<file path="config.mk">
export PLATFORM = sky130hd
export DESIGN_NAME = int_key_value_table
export DESIGN_NICKNAME = d
export VERILOG_FILES = /design/src/design/ikvt_pkg.sv /design/src/design/ikvt_datapath.sv /design/src/design/ikvt_controller.sv /design/src/design/int_key_value_table.sv
export SDC_FILE = /design/constraint.sdc
export NUM_CORES = 1
export LEC_CHECK = 0
export ABC_AREA = 1
export BUFFER_PORTS_ARGS = -buffer_cell sky130_fd_sc_hd__buf_4
export CELL_PAD_IN_SITES_DETAIL_PLACEMENT = 0
export CELL_PAD_IN_SITES_GLOBAL_PLACEMENT = 2
export CORE_ASPECT_RATIO = 0.75
export CORE_MARGIN = 1.5
export CORE_UTILIZATION = 35
export CTS_BUF_LIST = sky130_fd_sc_hd__clkbuf_4 sky130_fd_sc_hd__clkbuf_8 sky130_fd_sc_hd__clkbuf_16
export CTS_CLUSTER_DIAMETER = 200
export DETAILED_ROUTE_END_ITERATION = 16
export MAX_ROUTING_LAYER = met4
export PLACE_DENSITY = 0.7
export SYNTH_ARGS = -nofsm -noshare
export SYNTH_HDL_FRONTEND = slang
export SYNTH_SLANG_ARGS = --single-unit
export TNS_END_PERCENT = 30
</file>
<file path="constraint.sdc">
create_clock -name i_clk -period 5.45 [get_ports i_clk]
set_clock_uncertainty 0.15 [all_clocks]
set_input_delay 0.8175 -clock i_clk [delete_from_list [all_inputs] [get_ports i_clk]]
set_output_delay 0.8175 -clock i_clk [all_outputs]
set_load 0.01 [all_outputs]
</file>
<file path="src/design/ikvt_pkg.sv">
// Shared types and codes for the key/value table.
package ikvt_pkg;

    typedef enum logic [1:0] {
        REQ_PUT    = 2'd0,
        REQ_REMOVE = 2'd1,
        REQ_LOOKUP = 2'd2
    } t_req_type;

    typedef enum logic [2:0] {
        ST_IDLE,
        ST_SCAN_RD,
        ST_SCAN_CMP,
        ST_DECIDE,
        ST_SHIFT_RD,
        ST_SHIFT_WR,
        ST_DONE
    } t_state;

    // Controller to datapath.
    typedef struct packed {
        logic load_req;   // capture request, clear index and hit
        logic rd_scan;    // read entry at index
        logic set_hit;    // key matched at index
        logic inc_idx;
        logic decide;     // latch read value and full flag for the result
        logic wr_value;   // overwrite value at index
        logic wr_append;  // write pair at count, count up
        logic rd_shift;   // read entry at index + 1
        logic wr_shift;   // move read entry down to index
        logic dec_cnt;
        logic load_out;   // load the output register
    } t_dp_cmd;

    // Datapath to controller.
    typedef struct packed {
        logic       idx_at_count;
        logic       key_match;
        logic       shift_last;
        logic       table_full;
        logic       hit;
        logic       out_free;
        logic [1:0] req_type;
    } t_dp_sts;

endpackage

</file>
<file path="src/design/ikvt_datapath.sv">
// Datapath: pair memories, request registers, counters and output register.
module ikvt_datapath #(
    parameter int CAPACITY = 16
) (
    input  logic               i_clk,
    input  logic               i_rst_n,
    input  ikvt_pkg::t_dp_cmd  i_cmd,
    output ikvt_pkg::t_dp_sts  o_sts,
    input  logic [1:0]         i_req_type,
    input  logic signed [31:0] i_key,
    input  logic signed [31:0] i_value,
    input  logic               i_out_stall,
    output logic               o_out_valid,
    output logic               o_found,
    output logic signed [31:0] o_read_value,
    output logic               o_status,
    output logic [4:0]         o_entry_count
);
    import ikvt_pkg::*;

    localparam int ADDR_W = (CAPACITY > 1) ? $clog2(CAPACITY) : 1;
    localparam int CNT_W  = $clog2(CAPACITY + 1);

    logic signed [31:0] r_key_mem [CAPACITY];
    logic signed [31:0] r_val_mem [CAPACITY];

    logic [1:0]         r_req_type;
    logic signed [31:0] r_key;
    logic signed [31:0] r_value;
    logic [CNT_W-1:0]   r_idx;
    logic [CNT_W-1:0]   r_cnt;
    logic               r_hit;
    logic signed [31:0] r_key_q;
    logic signed [31:0] r_val_q;
    logic signed [31:0] r_rd;
    logic               r_full_drop;

    logic               r_out_valid;
    logic               r_out_found;
    logic signed [31:0] r_out_rd;
    logic               r_out_status;
    logic [CNT_W-1:0]   r_out_cnt;

    logic [CNT_W-1:0]   w_idx_inc;
    logic [ADDR_W-1:0]  w_rd_addr;
    logic [ADDR_W-1:0]  w_wr_addr;
    logic               w_rd_en;
    logic               w_key_we;
    logic               w_val_we;
    logic signed [31:0] w_key_wd;
    logic signed [31:0] w_val_wd;
    logic               w_full;
    logic [CNT_W+4:0]   w_cnt_ext;

    assign w_idx_inc = r_idx + CNT_W'(1);
    assign w_full    = (r_cnt == CNT_W'(CAPACITY));
    assign w_rd_en   = i_cmd.rd_scan | i_cmd.rd_shift;
    assign w_rd_addr = i_cmd.rd_shift ? w_idx_inc[ADDR_W-1:0] : r_idx[ADDR_W-1:0];
    assign w_wr_addr = i_cmd.wr_append ? r_cnt[ADDR_W-1:0] : r_idx[ADDR_W-1:0];
    assign w_key_we  = i_cmd.wr_append | i_cmd.wr_shift;
    assign w_val_we  = i_cmd.wr_append | i_cmd.wr_shift | i_cmd.wr_value;
    assign w_key_wd  = i_cmd.wr_shift ? r_key_q : r_key;
    assign w_val_wd  = i_cmd.wr_shift ? r_val_q : r_value;

    // Pair memories, one write and one registered read port each.
    always_ff @(posedge i_clk) begin
        if (w_key_we) begin
            r_key_mem[w_wr_addr] <= w_key_wd;
        end
        if (w_val_we) begin
            r_val_mem[w_wr_addr] <= w_val_wd;
        end
        if (w_rd_en) begin
            r_key_q <= r_key_mem[w_rd_addr];
            r_val_q <= r_val_mem[w_rd_addr];
        end
    end

    // Request capture and result fields.
    always_ff @(posedge i_clk) begin
        if (i_cmd.load_req) begin
            r_req_type <= i_req_type;
            r_key      <= i_key;
            r_value    <= i_value;
        end
        if (i_cmd.decide) begin
            r_rd        <= (r_req_type == REQ_LOOKUP && r_hit) ? r_val_q : 32'sd0;
            r_full_drop <= (r_req_type == REQ_PUT) && !r_hit && w_full;
        end
        if (i_cmd.load_out) begin
            r_out_found  <= r_hit;
            r_out_rd     <= r_rd;
            r_out_status <= r_full_drop;
            r_out_cnt    <= r_cnt;
        end
    end

    // Index, count, hit flag and output valid.
    always_ff @(posedge i_clk) begin
        if (!i_rst_n) begin
            r_idx       <= '0;
            r_cnt       <= '0;
            r_hit       <= 1'b0;
            r_out_valid <= 1'b0;
        end else begin
            if (i_cmd.load_req) begin
                r_idx <= '0;
                r_hit <= 1'b0;
            end else if (i_cmd.inc_idx) begin
                r_idx <= w_idx_inc;
            end
            if (i_cmd.set_hit) begin
                r_hit <= 1'b1;
            end
            if (i_cmd.wr_append) begin
                r_cnt <= r_cnt + CNT_W'(1);
            end else if (i_cmd.dec_cnt) begin
                r_cnt <= r_cnt - CNT_W'(1);
            end
            if (i_cmd.load_out) begin
                r_out_valid <= 1'b1;
            end else if (!i_out_stall) begin
                r_out_valid <= 1'b0;
            end
        end
    end

    always_comb begin
        o_sts.idx_at_count = (r_idx == r_cnt);
        o_sts.key_match    = (r_key_q == r_key);
        o_sts.shift_last   = (w_idx_inc == r_cnt);
        o_sts.table_full   = w_full;
        o_sts.hit          = r_hit;
        o_sts.out_free     = !r_out_valid || !i_out_stall;
        o_sts.req_type     = r_req_type;
    end

    assign w_cnt_ext     = {5'd0, r_out_cnt};
    assign o_out_valid   = r_out_valid;
    assign o_found       = r_out_found;
    assign o_read_value  = r_out_rd;
    assign o_status      = r_out_status;
    assign o_entry_count = w_cnt_ext[4:0];

endmodule

</file>
<file path="src/design/ikvt_controller.sv">
// Controller: sequences scan, update, shift and result hand-off.
module ikvt_controller (
    input  logic              i_clk,
    input  logic              i_rst_n,
    input  logic              i_in_valid,
    output logic              o_in_stall,
    input  ikvt_pkg::t_dp_sts i_sts,
    output ikvt_pkg::t_dp_cmd o_cmd
);
    import ikvt_pkg::*;

    t_state r_state;
    t_state n_state;

    always_ff @(posedge i_clk) begin
        if (!i_rst_n) begin
            r_state <= ST_IDLE;
        end else begin
            r_state <= n_state;
        end
    end

    always_comb begin
        n_state    = r_state;
        o_cmd      = '0;
        o_in_stall = (r_state != ST_IDLE);
        case (r_state)
            ST_IDLE: begin
                if (i_in_valid) begin
                    o_cmd.load_req = 1'b1;
                    n_state        = ST_SCAN_RD;
                end
            end
            ST_SCAN_RD: begin
                if (i_sts.idx_at_count) begin
                    n_state = ST_DECIDE;
                end else begin
                    o_cmd.rd_scan = 1'b1;
                    n_state       = ST_SCAN_CMP;
                end
            end
            ST_SCAN_CMP: begin
                if (i_sts.key_match) begin
                    o_cmd.set_hit = 1'b1;
                    n_state       = ST_DECIDE;
                end else begin
                    o_cmd.inc_idx = 1'b1;
                    n_state       = ST_SCAN_RD;
                end
            end
            ST_DECIDE: begin
                o_cmd.decide = 1'b1;
                n_state      = ST_DONE;
                if (i_sts.req_type == REQ_PUT) begin
                    if (i_sts.hit) begin
                        o_cmd.wr_value = 1'b1;
                    end else if (!i_sts.table_full) begin
                        o_cmd.wr_append = 1'b1;
                    end
                end else if (i_sts.req_type == REQ_REMOVE && i_sts.hit) begin
                    n_state = ST_SHIFT_RD;
                end
            end
            ST_SHIFT_RD: begin
                if (i_sts.shift_last) begin
                    o_cmd.dec_cnt = 1'b1;
                    n_state       = ST_DONE;
                end else begin
                    o_cmd.rd_shift = 1'b1;
                    n_state        = ST_SHIFT_WR;
                end
            end
            ST_SHIFT_WR: begin
                o_cmd.wr_shift = 1'b1;
                o_cmd.inc_idx  = 1'b1;
                n_state        = ST_SHIFT_RD;
            end
            ST_DONE: begin
                if (i_sts.out_free) begin
                    o_cmd.load_out = 1'b1;
                    n_state        = ST_IDLE;
                end
            end
            default: begin
                n_state = ST_IDLE;
            end
        endcase
    end

endmodule

</file>
<file path="src/design/int_key_value_table.sv">
// Top level of the linear-search key/value table.
// Each request scans the pairs from the start, stopping at a matching key or at the pair count;
// one read port, so each entry is read, then compared. A remove that hits then shifts the
// later pairs down one place before the result is offered.
// Throughput: one request at a time, next taken the cycle after the result is registered.
// Reset clears the pair count, the controller and the output valid, not the pair memories.
module int_key_value_table #(
    parameter int CAPACITY = 16
) (
    input  logic               i_clk,
    input  logic               i_rst_n,
    // request channel
    input  logic               i_in_valid,
    output logic               o_in_stall,
    input  logic [1:0]         i_req_type,
    input  logic signed [31:0] i_key,
    input  logic signed [31:0] i_value,
    // result channel
    output logic               o_out_valid,
    input  logic               i_out_stall,
    output logic               o_found,
    output logic signed [31:0] o_read_value,
    output logic               o_status,
    output logic [4:0]         o_entry_count
);
    import ikvt_pkg::*;

    t_dp_cmd w_cmd;
    t_dp_sts w_sts;

    // The FSM walks the table one entry at a time (read, then compare),
    // applies the update, and parks the result until the output slot is free.
    ikvt_controller u_ctrl (
        .i_clk      (i_clk),
        .i_rst_n    (i_rst_n),
        .i_in_valid (i_in_valid),
        .o_in_stall (o_in_stall),
        .i_sts      (w_sts),
        .o_cmd      (w_cmd)
    );

    // Memories, scan index, pair count and the output register live here.
    ikvt_datapath #(
        .CAPACITY (CAPACITY)
    ) u_dp (
        .i_clk         (i_clk),
        .i_rst_n       (i_rst_n),
        .i_cmd         (w_cmd),
        .o_sts         (w_sts),
        .i_req_type    (i_req_type),
        .i_key         (i_key),
        .i_value       (i_value),
        .i_out_stall   (i_out_stall),
        .o_out_valid   (o_out_valid),
        .o_found       (o_found),
        .o_read_value  (o_read_value),
        .o_status      (o_status),
        .o_entry_count (o_entry_count)
    );

endmodule

</file>
==> run metrics <==
worst setup margin between 1000 and 1500 ps; Clock Path Buffers 3; P_sw roughly 5.6 mW; Crit. End Element register; Switching Fraction 0.2530; Hold Path End u_dp.r_key[19]$_DFFE_PP_; Worst Hold Depth 1; drt first pass iters 6; Max Slew Vio Count 0; gpl congestion 0.7684; port bufs 110; Clk pin slew, worst setup/hold paths ~60 ps; Max H-tree Level 4; synthesized instance count about 5000; Post-CTS Resized 0; vias in the first global route around 33000; total of max-cap violations 0; Setup violations, final 0; sequential cell area fraction in the yosys report 0.6919; Least-Margin Pin Slew roughly 1100 ps; Initial Utilization 0.3524; post-DP HPWL a little under 80 mm; Post-CTS Setup Inserts 0; Die Area 155600 um^2; first-pass GRT wire length between 200 and 250 mm; grt ovf 0; Hold Crit Start i_key[19]; Final Non-Filler Cells roughly 7300; wire per inst 21.55 um; Critical Path AT around 4700 ps; Clock power frac 0.403; chip width between 400 and 500 um; FP Rows 124; Placement Setup Slack roughly 1100 ps; most common cell after layout, fill and taps aside nand3_1; CTS tree built; Die H between 300 and 400 um; Critical Path Start u_dp.r_idx[0]$_SDFFE_PP0P_; initial antenna violation count 2; Leak 25.47 nW; Root Driver clkbuf_16; Iteration-0 DRC Markers slightly above 3000; reg2reg setup slack 1140 ps; RSZ-0062 raised after global routing false; CP Launch Type register; Hold Vio Cnt, Final 0; Peak Freq ~0.23 GHz; post-DR vias/cell 4.800; drt total wl between 150 and 200 mm; Unique masters post-synth 33; crit path kind register to register; Peak VDD IR about 0.00031 V; # DRC 0; RR Startpoint u_dp.r_idx[0]$_SDFFE_PP0P_; syn nets 5119; minimum clock period between 4000 and 5000 ps; core area 152200 um^2; total track usage 0.2089; CP required 5810 ps; Inserted Clock Buffers 134; R2R depth 14; reg2reg end u_dp.r_val_q[25]$_DFFE_PP_; I/O pins about 110; Avg Inst Size Synth about 11 um^2; final core occ 0.4050; fillers between 10000 and 15000; crit-path max FO 36; FF+latch count, synth 1241; most frequent cells in the layout nand3_1, edfxtp_1, inv_1, nand2_1, buf_4; fraction of layout cells with a size suffix above 1 0.09785; Reg power frac 0.493; hold_ws roughly 67 ps; placed cell count about 7000; cell area after synthesis between 50000 and 60000 um^2; Int Power approximately 17 mW; Layout area overhead 14.92%; Detail Route Antenna Nets 0; Hold Path Class input pin to register; status finished clean; power per standard cell area around 360 nW/um^2; vias between 30000 and 40000; largest net degree at the start of global routing about 130; Final Cycle Share 0.7915; clk sink count approximately 1200; Warnings, synthesis 0; combinational fraction of design power 0.104; Slew HR 0.2371; setup TNS 0 ps; Clk Latency, worst-skew pair roughly 770 ps; final-stage net count 5239
worst max-delay path, cell delays in order (launching register included):
cell     delay [ps]
dfxtp_1         620
ha_1            370
inv_1           160
nand2_1          70
nand2_1          70
nor2_1           40
nand2_1          60
nor2_2           40
nand2_2         140
nand2_2         300
o21ai_4         910
inv_4           490
buf_12          350
nand3_1         150
nand2_1          50
timing repair:
action | CTS | global route
endpoints found under the setup margin | 0 | 0
endpoints found under the hold margin | 4 | 0
hold buffers | 4 | 0
routing by layer:
| layer | vias to the layer above | share of wire | GRT usage | wire [um] |
|---|---|---|---|---|
| met4 | 0 | 0.015 | 0.04444 | 2359 |
| met1 | 17040 | 0.49 | 0.3094 | 76560 |
| li1 | 16770 | - | - | - |
| met3 | 163 | 0.061 | 0.03237 | 9510 |
| met2 | 970 | 0.44 | 0.3013 | 68420 |
| met5 | - | 0 | - | 0 |
power by group through the flow:
| stage | clock [mW] | sequential [mW] | combinational [mW] |
|---|---|---|---|
| after detailed placement | 0 | 11.1 | 2.33 |
| after global placement | 0 | 11.1 | 2.32 |
| after global routing | 9.54 | 11.0 | 2.57 |
| final | 8.93 | 10.9 | 2.30 |
| after CTS | 9.18 | 10.9 | 2.33 |
| after floorplan | 0 | 11.1 | 1.43 |
synth_stat cells:
library cell	instances	area, um^2
nand3_1	1240	6206
edfxtp_1	1226	36820
inv_1	1105	4148
nand2_1	959	3600
buf_2	181	905.9
nor2_1	94	352.8
o21ai_0	58	290.3
clkbuf_1	52	195.2
xnor2_1	18	157.7
buf_4	17	127.6
dfxtp_1	15	300.3
or2_2	12	75.07
a21oi_1	11	55.05
buf_1	9	33.78
buf_6	6	67.56
nor3_1	6	30.03
xor2_1	6	52.55
ha_1	4	50.05
nand4_1	4	25.02
nand2_2	3	18.77
o22ai_1	3	18.77
a31oi_1	2	12.51
nor4_1	2	12.51
o21ai_2	2	17.52
a211oi_1	1	7.510
a221oi_1	1	8.760
and2_1	1	6.260
clkbuf_2	1	5.000
fa_1	1	20.02
inv_2	1	3.750
nand2_4	1	11.26
nor2_2	1	6.260
o21ai_1	1	5.000
worst max-delay path by stage:
stage / to / slack, ps / cells after the start
after floorplan: u_dp.r_key_q[0]$_DFFE_PP_ / 1150 / 6
after global placement: u_dp.r_val_q[29]$_DFFE_PP_ / 1220 / 14
after detailed placement: u_dp.r_val_q[29]$_DFFE_PP_ / 1150 / 14
after CTS: u_dp.r_val_q[25]$_DFFE_PP_ / 1130 / 14
after global routing: u_dp.r_val_q[29]$_DFFE_PP_ / 830 / 15
final: u_dp.r_val_q[25]$_DFFE_PP_ / 1140 / 14
cell families after synthesis:
family          Yosys count  synth area share
simple gates           2323            0.1928
buf+inv                1372            0.1023
flops                  1241            0.6919
compound gates           79          0.007744
xor+xnor                 24          0.003919
fa+ha+maj                 5          0.001306
flip-flops by register name, summed over array words and instances (netlist names), 32 cells and up:
register / flops
u_dp.o_read_value: 32
u_dp.r_key: 32
u_dp.r_key_mem: 512
u_dp.r_key_q: 32
u_dp.r_rd: 32
u_dp.r_val_mem: 512
u_dp.r_val_q: 32
u_dp.r_value: 32
stage by stage:
step | power, mW | instance area, um^2
after floorplan | 12.55 | 53640
after global placement | 13.46 | 57390
after detailed placement | 13.47 | 57390
after CTS | 22.45 | 61640
after global routing | 23.06 | 61650
final | 22.18 | 61650
cell type report:
class | instances | area [um^2] | share of cell area
inverter | 1106 | 4164 | 0.06755
timing repair buffer | 250 | 2200 | 0.03568
clock inverter | 78 | 634.4 | 0.01029
sequential | 1241 | 37120 | 0.6021
multi-input combinational | 2431 | 11420 | 0.1853
tap | 2016 | 2522 | 0.04092
antenna | 1 | 2.502 | 0.00004059
clock buffer | 157 | 3585 | 0.05815
(Power assumes the default switching activity.)
